`src/sv/mdw_pkg.sv`:
```
// shared types and constants of the retention weight pipeline
// no dependencies; used by every module of the block but mdw_delay
package mdw_pkg;

    typedef enum logic [1:0] {
        STRAT_EXP = 2'd0,
        STRAT_LIN = 2'd1,
        STRAT_ACC = 2'd2,
        STRAT_ONE = 2'd3
    } strategy_t;

    typedef enum logic [1:0] {
        REG_STRATEGY   = 2'd0,
        REG_DECAY_RATE = 2'd1,
        REG_MIN_ACCESS = 2'd2
    } reg_index_t;

    localparam logic [31:0] DECAY_RATE_RST = 32'd167772;
    localparam logic [31:0] MIN_ACCESS_RST = 32'd1;

    localparam logic [29:0] NS_PER_SEC = 30'd1000000000;
    localparam logic [31:0] LN2_Q32    = 32'hB17217F8;

    localparam int DIV_STEP_BITS = 4;
    localparam int PDIV_STAGES   = 64 / DIV_STEP_BITS;
    localparam int PROD_LAT      = 4 + PDIV_STAGES;

    localparam int KDIV_BITS   = 7;
    localparam int KDIV_FIRST  = 4;
    localparam int TAYLOR_LAST = 14;
    localparam int EXP_LAT     = 2 + 3 * (TAYLOR_LAST - 1) + 1;

    // floor(2^32 / n), indexed by n, for n from 2 to 14; entry 1 holds 2^32 - 1, entries 0 and 15 hold 0
    localparam logic [31:0] RECIP_Q32 [16] = '{
        32'd0,          32'hFFFFFFFF,   32'd2147483648, 32'd1431655765,
        32'd1073741824, 32'd858993459,  32'd715827882,  32'd613566756,
        32'd536870912,  32'd477218588,  32'd429496729,  32'd390451572,
        32'd357913941,  32'd330382099,  32'd306783378,  32'd0
    };

    typedef struct packed {
        logic        ge_one;
        logic        ge_max;
        logic [29:0] x;
    } decay_x_t;

    typedef struct packed {
        logic [31:0] r;
        logic [6:0]  k;
        logic        over;
        logic [34:0] acc;
    } exp_ctx_t;

endpackage

```
`src/sv/mdw_acc.sv`:
```
// access-count ratio: rounded count * 2^F / minimum by a restoring divider
// depends on mdw_pkg
module mdw_acc #(
    parameter int WEIGHT_FRAC_BITS = 16
) (
    input  logic                      aclk,
    input  logic                      en,
    input  logic [31:0]               hit_count,
    input  logic [31:0]               min_hits,
    output logic [WEIGHT_FRAC_BITS:0] weight
);

    localparam int F      = WEIGHT_FRAC_BITS;
    localparam int DW     = 33 + F;
    localparam int STAGES = (F + mdw_pkg::DIV_STEP_BITS - 1) / mdw_pkg::DIV_STEP_BITS;

    logic [DW-1:0] dvd;
    logic [31:0]   rem_reg  [STAGES+1];
    logic [F-1:0]  q_reg    [STAGES+1];
    logic          zero_reg [STAGES+1];
    logic          full_reg [STAGES+1];

    assign dvd = DW'({hit_count, {F{1'b0}}}) + DW'(min_hits[31:1]);

    // a rounded quotient of 2^F also counts as full
    always_ff @(posedge aclk) begin
        if (en) begin
            rem_reg[0]  <= dvd[DW-2:F];
            q_reg[0]    <= dvd[F-1:0];
            zero_reg[0] <= min_hits == 32'd0;
            full_reg[0] <= (hit_count >= min_hits) || (dvd[DW-1:F] >= {1'b0, min_hits});
        end
    end

    for (genvar g = 0; g < STAGES; g++) begin : g_div
        logic [31:0]  rem_c;
        logic [F-1:0] q_c;
        logic [32:0]  t;

        always_comb begin
            rem_c = rem_reg[g];
            q_c   = q_reg[g];
            t     = '0;
            for (int i = 0; i < mdw_pkg::DIV_STEP_BITS; i++) begin
                if (g * mdw_pkg::DIV_STEP_BITS + i < F) begin
                    t = {rem_c, q_c[F-1]};
                    if (t >= {1'b0, min_hits}) begin
                        rem_c = 32'(t - {1'b0, min_hits});
                        q_c   = {q_c[F-2:0], 1'b1};
                    end else begin
                        rem_c = t[31:0];
                        q_c   = {q_c[F-2:0], 1'b0};
                    end
                end
            end
        end

        always_ff @(posedge aclk) begin
            if (en) begin
                rem_reg[g+1]  <= rem_c;
                q_reg[g+1]    <= q_c;
                zero_reg[g+1] <= zero_reg[g];
                full_reg[g+1] <= full_reg[g];
            end
        end
    end

    always_comb begin
        priority if (zero_reg[STAGES]) begin
            weight = '0;
        end else if (full_reg[STAGES]) begin
            weight = {1'b1, {F{1'b0}}};
        end else begin
            weight = {1'b0, q_reg[STAGES]};
        end
    end

endmodule

```
`config.mk`:
```
export PLATFORM = sky130hd
export DESIGN_NAME = mdw_acc
export DESIGN_NICKNAME = d
export VERILOG_FILES = /design/src/sv/mdw_pkg.sv /design/src/sv/mdw_acc.sv
export SDC_FILE = /design/constraint.sdc
export NUM_CORES = 2
export LEC_CHECK = 0
export BUFFER_PORTS_ARGS = -buffer_cell sky130_fd_sc_hd__buf_4
export CORE_MARGIN = 4
export CORE_UTILIZATION = 55
export CTS_CLUSTER_SIZE = 20
export DETAILED_ROUTE_END_ITERATION = 8
export PLACE_DENSITY = 0.78
export SYNTH_ARGS = -nofsm -noshare
export SYNTH_HDL_FRONTEND = slang
export SYNTH_SLANG_ARGS = --single-unit
```
`constraint.sdc`:
```
create_clock -name aclk -period 15.41 [get_ports aclk]
set_input_delay 3.082 -clock aclk [delete_from_list [all_inputs] [get_ports aclk]]
set_output_delay 3.082 -clock aclk [all_outputs]
set_load 0.01 [all_outputs]
```
After elaboration in Yosys (flattened, before gate mapping) --
Memory sizes are Yosys's and may differ from the RTL's. Index checks and enable logic that the tools add are counted.
Word-level totals: output and inout port bits 17, memories 4, register bits 0, logic and storage cells 77, memory bits (writable) 250, bits of input ports 66
Memories:
- rem_reg | depth 5, width 32, rd ports 4, clocked after Yosys merged registers in 0, write ports 5, line mdw_acc.sv:18 | logic [31:0] rem_reg [STAGES+1];
- q_reg | depth 5, width 16, rd ports 5, clocked after Yosys merged registers in 0, write ports 5, line mdw_acc.sv:19 | logic [F-1:0] q_reg [STAGES+1];
- full_reg | depth 5, width 1, rd ports 5, clocked after Yosys merged registers in 0, write ports 5, line mdw_acc.sv:21 | logic full_reg [STAGES+1];
- zero_reg | depth 5, width 1, rd ports 5, clocked after Yosys merged registers in 0, write ports 5, line mdw_acc.sv:20 | logic zero_reg [STAGES+1];
Cells by class: multiplexer cells 36, add/subtract/negate cells 17, reductions and logical operators 2, order comparisons 18
Operators with widths (number):
- $ge 33x32->1 | 17
- $mux 32 | 16
- $sub 32x32->32 | 16
- $add 48x31->49 | 1
- $mux 17 | 2
- $ge 32x32->1 | 1
- $logic_not 32->1 | 1
- $mux 1 | 18
- $logic_or 1x1->1 | 1

Depth between registers and ports, before layout --
depth in word-level cells 8, depth in mapped cells 60, mapped depth without buffers 52

Worst setup path after synthesis --
Ideal clock, no wire load.
path type input to register, from input port min_hits[1], to memory rem_reg[3][23], in the netlist rem_reg[0][119] (data pin), setup time 261 ps, path slack 30 ps, data arrival time 15119 ps, stages 54, path buffers 5, data required time 15149 ps, cells stage by stage inv_1 ha_1 nor2b_1 o31a_1 a21o_1 o21ai_1 o31ai_1 o21a_1 nor3_2 inv_2 clkbuf_1 buf_1 o21ai_0 inv_1 ha_1 nor2b_1 o21bai_1 a211oi_1 [18 not listed] a21oi_1 o221a_2 inv_2 buf_2 mux2_2 ha_1 a21oi_1 o21ai_0 a2111oi_0 a21oi_1 o21ba_2 o41ai_1 o31ai_1 nor2_1 nand2_1 nand2_1 inv_1 a221o_1
RTL lines:
- start, declared | line mdw_acc.sv:9 | input logic [31:0] min_hits,
- end, declared | line mdw_acc.sv:18

==> flow_metrics.tcl <==
set metrics [dict create \
    num_io_pins 83 \
    wire_per_inst_um 24.3 \
    slowest_stage "ha_1" \
    die-area_sq_mm 0.0757 \
    die_w_um 275 \
    cp_max_fo 24 \
    synth_area_sq_mm 0.0393 \
    synth_ff_type "edfxtp_1" \
    syn_avg_cell_area_sq_um 8.26 \
    insertion_delay_ns 0.63 \
    synth-edff-count 218 \
    grt_pass1_vias 36300 \
    ant_nets 0 \
    grtUsageTotal_pct 36.6 \
    port_buffers 82 \
    antenna_found_initial 3 \
    drv_slew 0 \
    start_util_pct 55.8 \
    ys_ff_latch 218 \
    cp_num_buf_inv 8 \
    synth_top_cell_area_share_pct 18.8 \
    cts.clk_slew.worst_paths_ns 0.07 \
    syn_inst 4754 \
    root_buffer "clkbuf_16" \
    cts_max_path_buffers 3 \
    cp.required_ns 15.79 \
    cap_violations 0 \
    relSlewSlack_pct 31.4 \
    status "completed" \
    final.period_utilization_pct 97.5 \
    largest_reg_flops 128 \
    async_flop_share_pct 0 \
    worstSetupPathType "in2reg" \
    grt_setup_unrepaired "yes" \
    ys_seq_area_share_pct 16.7 \
    drc 0 \
    drt_iter0_markers 4208 \
    synth_area_leaders "ha_1, edfxtp_1, mux2_2" \
    cts_tree "built" \
    synth_top_cell_by_area "ha_1" \
    hpwl_mm 117 \
    multiInputGateArea_sq_mm 0.0316 \
    gp_congestion 1.07 \
    cp-start-kind "input pin" \
    final_cell_mix "ha_1, a21oi_1, nand2_1, o21ai_0, nor2_1" \
    endpoint_kind "flop" \
    clock-sinks 218 \
    cts_buffers 29 \
    nNetsFinal 5638 \
    via_count 39100 \
    cpMostUsedCell "o21ai_0" \
    hold_violations 0 \
    crit_arrival_ns 15.41 \
    synth_cell_type_count 88 \
    critical_path.max_stage_delay_ns 0.49 \
    core_sq_mm 0.0704 \
    placementRows 97 \
    synthToLayoutAreaGrowth_pct 10.3 \
    yosys_warnings 0 \
    tightest_slew_ns 1.03 \
    fin_util_pct 61.5 \
    fillers 6285 \
    htreeDepth 1 \
    finalSetupViolCount 0 \
    vias_per_cell 6.60 \
    critPathTopFamily "compound AO/OA/AOI/OAI gates" \
    syn_nets 5427 \
    layout_commonest_cell "ha_1" \
    skew_ns 0.0664 \
    holdCritPathClass "reg2reg" \
    seq_area_sq_mm 0.00655 \
    drtPass1Iterations 6 \
    period_needed_ns 15.03 \
    grt_max_degree 79 \
    timing.fmax_mhz 66.5 \
    finalWirelength_mm 144 \
    drive_gt1_share_pct 13.0 \
    die_y_um 275 \
    grt-ovfl-total 0 \
    grt_first_pass_wirelength_mm 214 \
]
[per-layer routing]
layer | part of all wire, % | GRT usage, % | vias to the layer above
li1 | - | - | 18500
met1 | 40 | 48.1 | 18300
met2 | 42 | 56.2 | 1960
met3 | 10 | 5.94 | 413
met4 | 7.7 | 22.9 | 2
met5 | 0.0055 | 0 | -
[through the flow]
step	cells	hold slack (ns)	setup slack (ns)	instance area [sq um]	setup TNS, ns
after floorplan	4754	0.400	0.0303	39300	0
after global placement	5869	0.400	-0.516	42200	-13.96
after detailed placement	5869	0.405	-0.646	42200	-22.47
after CTS	5923	0.378	0.191	43200	0
after global routing	5928	0.382	-0.0921	43300	-1.85
final	5929	0.362	0.381	43300	0
[Yosys cell counts (all sizes together), types with 145 or more instances]
master,count
a21oi,456
a21o,209
nor2,293
nand2,364
xor2,145
o21ai,365
xnor2,271
ha,591
inv,228
mux2,262
edfxtp,218
[final timing paths]
check                            from                        to  slack, ns  depth (start not counted)
min            q_reg[0][24]$_DFFE_PP_    q_reg[0][44]$_DFFE_PP_       0.36                          0
max                      min_hits[11]  rem_reg[0][44]$_DFFE_PP_       0.38                         50
min reg2reg    q_reg[0][24]$_DFFE_PP_    q_reg[0][44]$_DFFE_PP_       0.36                          0
max reg2reg  rem_reg[0][14]$_DFFE_PP_  rem_reg[0][44]$_DFFE_PP_       2.68                         48
[cell families after synthesis]
| logic type | count (synthesis) | synth area share (%) |
|---|---|---|
| AO/OA/AOI/OAI | 1611 | 26.3 |
| AND/OR/NAND/NOR | 1262 | 15.7 |
| adder cells (fa/ha/maj) | 607 | 19.6 |
| XOR/XNOR | 416 | 9.28 |
| buffers and inverters | 327 | 3.31 |
| multiplexers | 313 | 9.09 |
| flip-flops | 218 | 16.7 |
[cell type report]
type,instances,share of cell area [%]
clock inverter,23,0.569
timing repair buffer,275,4.94
sequential,218,15.1
inverter,229,2.00
clock buffer,31,1.69
tap,940,2.71
multi-input combinational,4212,73.0
antenna,1,0.00578
[repair_timing]
action	in CTS	in global routing
pin swaps	0	4
hold buffers	0	0
gates resized for setup	1	29
endpoints found under the setup margin	19	100
setup buffers	0	2
gates cloned	0	3
Power is not shown: default switching activity piles up to over one toggle a cycle in this logic, so the estimate is an artifact.
