### src/sv/mdw_delay.sv
// enable-gated delay line for payload that runs beside the main pipeline
// no package dependency
module mdw_delay #(
    parameter int W = 17,
    parameter int N = 1
) (
    input  logic         aclk,
    input  logic         en,
    input  logic [W-1:0] din,
    output logic [W-1:0] dout
);

    logic [W-1:0] dl_reg [N];

    always_ff @(posedge aclk) begin
        if (en) begin
            dl_reg[0] <= din;
            for (int i = 1; i < N; i++) begin
                dl_reg[i] <= dl_reg[i-1];
            end
        end
    end

    assign dout = dl_reg[N-1];

endmodule

### config.mk
export PLATFORM = sky130hd
export DESIGN_NAME = mdw_delay
export DESIGN_NICKNAME = d
export VERILOG_FILES = /design/src/sv/mdw_delay.sv
export SDC_FILE = /design/constraint.sdc
export NUM_CORES = 1
export LEC_CHECK = 0
export BUFFER_PORTS_ARGS = -buffer_cell sky130_fd_sc_hd__buf_4
export CAP_MARGIN = 5
export CORE_AREA = 2 2 39 41
export CTS_BUF_LIST = sky130_fd_sc_hd__clkbuf_4 sky130_fd_sc_hd__clkbuf_8
export DETAILED_ROUTE_END_ITERATION = 10
export DIE_AREA = 0 0 41 43
export PLACE_DENSITY = 0.78
export SLEW_MARGIN = 20
export SYNTH_ARGS = -nofsm -noshare
export SYNTH_HDL_FRONTEND = slang
export SYNTH_SLANG_ARGS = --single-unit
### constraint.sdc
create_clock -name aclk -period 0.8 [get_ports aclk]
set_clock_uncertainty 0.1 [all_clocks]
set_input_delay 0.08 -clock aclk [delete_from_list [all_inputs] [get_ports aclk]]
set_output_delay 0.08 -clock aclk [all_outputs]
set_load 0.005 [all_outputs]
### Yosys cells after proc, flatten, opt, wreduce, memory -nomap -nowiden

Memory sizes are Yosys's and may differ from the RTL's.
Cells that the tools add are included.

| storage, ports and cells | value |
|---|---|
| flip-flop bits (word level) | 0 |
| bits in writable memories | 17 |
| bits of input ports | 19 |
| output and inout bits | 17 |
| word-level logic and storage cells | 3 |
| memories | 1 |

| cells by class | value |
|---|---|
| muxes and demuxes | 2 |

Memories:

| name | words | width | rd ports | clocked after Yosys merged registers in | wr ports | line | text |
|---|---|---|---|---|---|---|---|
| dl_reg | 1 | 17 | 1 | 0 | 1 | 13 | `logic [W-1:0] dl_reg [N];` |

Operators with widths:

| kind | count |
|---|---|
| $mux W1 | 2 |

### Logic depth before layout (Yosys ltp)

Gate-level depths: netlist of the first run.

| logic depth | value |
|---|---|
| word-level depth | 2 |
| gate-level depth with buffers | 0 |
| gate-level depth less buffers | 0 |

### Worst setup path before layout of the first run

Ideal clock, no wire load.

| path | value |
|---|---|
| kind | register -> output |
| start point | memory dl_reg[0][0] |
| end point | output dout[0] |
| arrival time | 355 ps |
| data required time | 620 ps |
| path slack | 265 ps |
| stages on the path, launching flop included | 1 |
| buffers on the path | 0 |
| path through | edfxtp_1 |

| between the ends | value |
|---|---|
| word-level cells in the longest chain between the ends | 1 |

RTL lines:

| what | line | text |
|---|---|---|
| start: declaration | 13 |  |
| $mem_v2 Z1 W17 | -- |  |
| end: declaration | 10 | `output logic [W-1:0] dout` |

No other way between the ends.

### Worst setup path in the final report of the first run

| path | value |
|---|---|
| start point | memory dl_reg[0][7] |
| end point | output dout[7] |

Same word-level chain as after synthesis.

==> key figures, run 1 <==
Routing
  – WL per Instance: ~11 µm
  – DRC errors left: 0
  – Pre-antenna DRT Iters: 3
  – Detailed router's first-iteration violation count: 5
  – Antenna viol nets, final: 0
  – Vias: 359
  – Post-Route WL: 987 µm
  – Vias/cell: roughly 4.0

Flow run
  – Total of max-cap violations: 0

STA
  – Relative slew slack: 86.11%
  – Hold Violations, Final: 0
  – Worst Tran Pin Value: roughly 0.21 ns
  – Period utilization: 123.2%
  – Peak Freq: between 1 and 1.5 GHz
  – Tmin final: 0.9854 ns
  – Slew Viols, Final: 0
  – Setup ws final: -0.1854 ns
  – Setup Viol. Count Final: 26
  – RSZ-0062 raised after global routing: yes

Worst hold path
  – Hold Crit Class: in -> reg

Worst setup path
  – Crit-path max FO: 1
  – End of the critical path: dout[7]
  – Crit path max-delay family: flip-flops
  – Worst Setup SP: dl_reg[0][7]
  – CP max stage cell: edfxtp_1
  – Crit path buf inv count: 1
  – Crit path cell chain: buf_6
  – WP data arrival: 0.81 ns
  – CP required: 0.62 ns
  – Critical path depth in cells: 1
  – Slowest stage delay, CP: 0.40 ns
  – Crit Path Class: reg -> out
  – Worst Setup End Kind: primary output
  – CP startpoint kind: flop

Placed design
  – GPL Wtd Cong: 0.6390
  – IO Port Bufs: 35
  – Setup slack at placement: 0.07566 ns

Cells and area
  – Antenna diodes: 0
  – Share of cells above drive strength 1: ~53%
  – Multi-input gate area: 0 µm²
  – Number of flip-flops in the largest register: 17
  – Layout net count: 93
  – Multi-input gate count: 0
  – Fillcell total: 91
  – Commonest non-fill, non-tap cells in the layout: buf_4 (33), edfxtp_1 (17), dlygate4sd3_1 (11)
  – Register area: 510.5 µm²
  – Most common cell after layout, fill and taps aside: buf_4
  – Area Growth Syn to Fin: 99.02%

Pwr
  – Sw Pwr: 314.8 µW
  – Sw Ratio: around 18%
  – Gate power share: 14.7%
  – Tot Pwr: 1.793 mW
  – Flop pwr share: 60.0%
  – Maximum VDD drop: between 1 and 1.5 mV
  – Pint: between 1 and 1.5 mW
  – Clock power share: 25.3%
  – Total power density per cell area: about 1800 nW/µm²
  – Pleak: 0.4797 nW

GRT
  – Total global-route track usage: 12.33%
  – Congestion Overflow GR: 0
  – Largest net degree at the start of global routing: 18
  – Initial antenna violation count: 0
  – Via count of the first global-routing pass: 358
  – First-pass GRT wire length: 1.400 mm

Synth
  – Mapped Area: between 500 and 600 µm²
  – Mapped Cells: 17
  – Avg Cell Area, Syn: 30.03 µm²
  – Syn Nets: 36
  – Synth Register Bits: 17
  – Register area share after synthesis: 100.0%
  – Library cells used by synthesis: 1
  – Yosys warns: 0

Clock tree
  – TritonCTS Buffers: 3
  – H-tree levels: 1
  – Clock transition at the registers of the reported paths: around 0.090 ns
  – CTS tree: done
  – Sink Count: 17
  – Clock Tree Root: clkbuf_4
  – Max clock buf depth: 2

Floorplan
  – Core ar.: 1384 µm²
  – FP Rows: 14
  – Starting density of the core: 36.89%
  – Die Area: 1763 µm²
  – Top Ports: 36
  – DIE HEIGHT: 43 µm
  – Die width: between 40 and 50 µm

Run status
  – Outcome: complete, but fails checks
  – Failing checks: setup timing
-- repair_timing --
action                                  CTS  global route
hold buffers                             17             0
pin swaps                                 0             0
endpoints found under the setup margin   17            23
resized for setup                         0             8
setup buffers                             0             0
hold endpoints to repair                 17             0
-- per-layer routing --
layer	GRT usage [%]	up-vias	part of all wire, %
met2	21.88	23	56
li1	-	180	-
met3	4.712	0	12
met1	11.03	156	33
met5	0	-	0
met4	6.000	0	0
-- stage by stage --
| stage | std cells | hold WS (ns) | instance area, µm² | TNS (ns) | utilization, % |
|---|---|---|---|---|---|
| floorplan | 17 | 0.07887 | 510.5 | 0 | - |
| global placement | 68 | 0.1583 | 793.3 | 0 | 57.32 |
| detailed placement | 68 | 0.1595 | 793.3 | 0 | 57.32 |
| CTS | 89 | 0.06612 | 993.5 | -3.085 | 71.79 |
| global route | 89 | 0.06497 | 1016 | -3.467 | 73.42 |
| finish | 89 | 0.05883 | 1016 | -2.820 | 73.42 |
-- cell usage after synthesis --
master | count | share of area (%)
edfxtp_1 | 17 | 100
-- worst min path at each step --
stage | endpoint | cells past startpoint | start | slack, ns
after floorplan | dl_reg[0][0] | 0 | din[0] | 0.08
after CTS | dl_reg[0][3] | 1 | en | 0.07
after global routing | dl_reg[0][14] | 1 | en | 0.06
final | dl_reg[0][10] | 2 | din[10] | 0.06
after global placement | dl_reg[0][4] | 1 | din[4] | 0.16
after detailed placement | dl_reg[0][1] | 1 | din[1] | 0.16
-- power groups by stage --
| stage | clock network [mW] | registers (mW) | logic, mW |
|---|---|---|---|
| 3_5_place_dp | 0 | 1.10 | 0.192 |
| 6_report | 0.453 | 1.08 | 0.264 |
| 4_1_cts | 0.484 | 1.08 | 0.258 |
| 5_1_grt | 0.510 | 1.08 | 0.287 |
| 3_3_place_gp | 0 | 1.09 | 0.187 |
| 2_1_floorplan | 0 | 1.11 | 0 |
-- cell type report --
class,count,area share (%)
sequential,17,50.25
tap,16,1.970
clock buffer,4,2.956
timing repair buffer,52,44.83
-- cells by family (layout without fill, tap and decap cells) --
kind of cell / after synthesis / count (layout) / share of synthesized area [%]
DFF: 17 / 17 / 100.0
buffers and inverters: 0 / 56 / 0
No activity file was read; power rests on OpenSTA's default activity.
==> inputs of run 2 (changes only) <==
==> constraint.sdc (replaced) <==
create_clock -name aclk -period 1.1 [get_ports aclk]
set_clock_uncertainty 0.1 [all_clocks]
set_input_delay 0.11 -clock aclk [delete_from_list [all_inputs] [get_ports aclk]]
set_output_delay 0.11 -clock aclk [all_outputs]
set_load 0.1 [all_outputs]
==> run 2 against run 1 <==
The flow still finishes with violations (setup timing). Via count up 2.2%. Wire length up 11%. Count of clock-buffer cells in the layout unchanged. Setup slack better by 0.18 ns. Sequential share of layout area down 2.0 points. Global-route usage up 1.6 points. Combinational power up 120%. Total power down 4.2%. Critical path type unchanged. Critical endpoint unchanged. Largest cell class unchanged. Largest power group unchanged.
==> key figures, run 2 (synthesis gave the netlist of run 1 again) <==
Placed design
  – IO Port Bufs: 35 (unchanged)
  – Placed cell area: 793.3 µm² (unchanged)
  – GPL Wtd Cong: 0.6394 (about the same)

Cells and area
  – Multi-input gate area: 0 µm² (unchanged)
  – Fillcell total: 82 (-9.9%)
  – Register area: 510.5 µm² (unchanged)
  – Share of cells above drive strength 1: 53.42% (unchanged)
  – Number of flip-flops in the largest register: 17 (unchanged)
  – Multi-input gate count: 0 (unchanged)
  – Area Growth Syn to Fin: 107.1%
  – Commonest non-fill, non-tap cells in the layout: buf_4 (18), edfxtp_1 (17), dlygate4sd3_1 (17), buf_6 (17), clkbuf_4 (4)
  – Most common cell after layout, fill and taps aside: buf_4
  – Antenna diodes: 0 (unchanged)
  – Layout net count: 93 (unchanged)
  – Finished layout cell area: 1057 µm² (+4.1%)

STA
  – Slew Viols, Final: 0 (unchanged)
  – Period utilization: 100.8%
  – Tmin final: 1.109 ns
  – Peak Freq: 0.9017 GHz
  – Setup ws final: -0.008983 ns (+0.1765 ns)
  – Relative slew slack: 85.89% (-0.22 points)
  – Setup Viol. Count Final: 1 (-96%)
  – RSZ-0062 raised after global routing: yes
  – Hold Violations, Final: 0 (unchanged)
  – Worst Tran Pin Value: 0.2117 ns (+0.003341 ns)

Floorplan
  – DIE HEIGHT: 43 µm (unchanged)
  – Die Area: 1763 µm² (unchanged)
  – Top Ports: 36 (unchanged)
  – Starting density of the core: 36.89% (unchanged)
  – FP Rows: 14 (unchanged)
  – Core ar.: 1384 µm² (unchanged)
  – Die width: 41 µm (unchanged)

GRT
  – Via count of the first global-routing pass: 375 (+4.7%)
  – First-pass GRT wire length: 1.504 mm (+7.4%)
  – Total global-route track usage: 13.90% (+1.6 points)
  – Initial antenna violation count: 0 (unchanged)
  – Congestion Overflow GR: 0 (unchanged)
  – Largest net degree at the start of global routing: 18 (unchanged)

Worst setup path
  – Crit path buf inv count: 1 (unchanged)
  – CP startpoint kind: flop
  – WP data arrival: 0.90 ns (+0.09 ns)
  – Crit Path Class: reg -> out
  – CP required: 0.89 ns (+0.27 ns)
  – Crit path cell chain: buf_6
  – Crit path max-delay family: flip-flops
  – Crit-path max FO: 1 (unchanged)
  – Slowest stage delay, CP: 0.41 ns (about the same)
  – Worst Setup End Kind: primary output
  – CP max stage cell: edfxtp_1
  – Critical path depth in cells: 1 (unchanged)
  – Worst Setup SP: dl_reg[0][7]

Clock tree
  – Clock transition at the registers of the reported paths: 0.09 ns (about the same)
  – Clock Tree Root: clkbuf_4
  – H-tree levels: 1 (unchanged)
  – Sink Count: 17 (unchanged)
  – CTS tree: done
  – TritonCTS Buffers: 3 (unchanged)
  – Max clock buf depth: 2 (unchanged)

Run status
  – Failing checks: setup timing
  – Outcome: complete, but fails checks

Pwr
  – Tot Pwr: 1.718 mW (-4.2%)
  – Sw Pwr: 611.8 µW (+94%)
  – Maximum VDD drop: 1.076 mV (-9.6%)
  – Sw Ratio: 35.61% (+18 points)
  – Clock power share: 20.1% (-5.2 points)
  – Total power density per cell area: 1625 nW/µm² (-7.9%)
  – Pint: 1.106 mW (-25%)
  – Gate power share: 33.8% (+19 points)
  – Flop pwr share: 46.1% (-14 points)
  – Pleak: 0.4451 nW (-7.2%)

Routing
  – Post-Route WL: 1.098 mm (+11%)
  – Vias/cell: 4.124 (+2.2%)
  – Detailed router's first-iteration violation count: 0 (-5)
  – Antenna viol nets, final: 0 (unchanged)
  – WL per Instance: 12.34 µm (+11%)
  – Pre-antenna DRT Iters: 1 (-2)
  – Vias: 367 (+2.2%)
  – DRC errors left: 0 (unchanged)

Worst hold path
  – WHS Path Cells: 1 (-1)
  – Hold Crit Class: in -> reg
  – Min-delay src: en

Flow run
  – Total of max-cap violations: 0 (unchanged)
## run 2: cell types whose count changed in the layout (fill, tap and decap cells not counted), sizes merged
| cell | change |
|---|---|
| dlymetal6s4s | -6 |
| dlygate4sd3 | +6 |
## run 2: routing by layer
layer | GRT usage, % | vias to the layer above | wire [µm]
met3 | 4.188 | 0 | 100
met2 | 25.62 | 23 | 620
met4 | 8.000 | 0 | 0
li1 | - | 181 | -
met1 | 11.40 | 163 | 377
met5 | 0 | - | 0
## run 2: worst paths after layout
check                 endpoint
setup / recovery       dout[7]
hold / removal    dl_reg[0][1]
## run 2: area by class of cell
| cell class | count | share of cell area [%] |
|---|---|---|
| repair buffers | 52 | 46.98 |
| well taps | 16 | 1.893 |
| flip-flops and latches | 17 | 48.28 |
| clock buffers | 4 | 2.840 |
## run 2: metrics by stage
| stage | setup slack (ns) | hold slack (ns) | cells | utilization, % | TNS [ns] |
|---|---|---|---|---|---|
| after global routing | -0.03106 | 0.09111 | 89 | 76.40 | -0.1776 |
| after CTS | -0.01366 | 0.08822 | 89 | 76.40 | -0.02375 |
| after global placement | 0.2955 | 0.1885 | 68 | 57.32 | 0 |
| final | -0.008983 | 0.09603 | 89 | 76.40 | -0.008983 |
| after floorplan | -0.01402 | 0.1089 | 17 | - | -0.2383 |
| after detailed placement | 0.2810 | 0.1895 | 68 | 57.32 | 0 |
## run 2: what timing repair did
item / 4_1_cts / 5_1_grt
cloned: 0 / 0
setup endpoints to repair: 17 / 15
hold buffers: 17 / 0
setup buffers: 0 / 0
hold endpoints to repair: 17 / 0
resized for setup: 17 / 0
## run 2: power by group through the flow
stage	Clock, mW	Sequential, mW	Combinational (mW)
2_1_floorplan	0	1.16	0
3_3_place_gp	0	0.795	0.498
3_5_place_dp	0	0.797	0.502
4_1_cts	0.357	0.792	0.582
5_1_grt	0.377	0.796	0.596
6_report	0.346	0.791	0.581
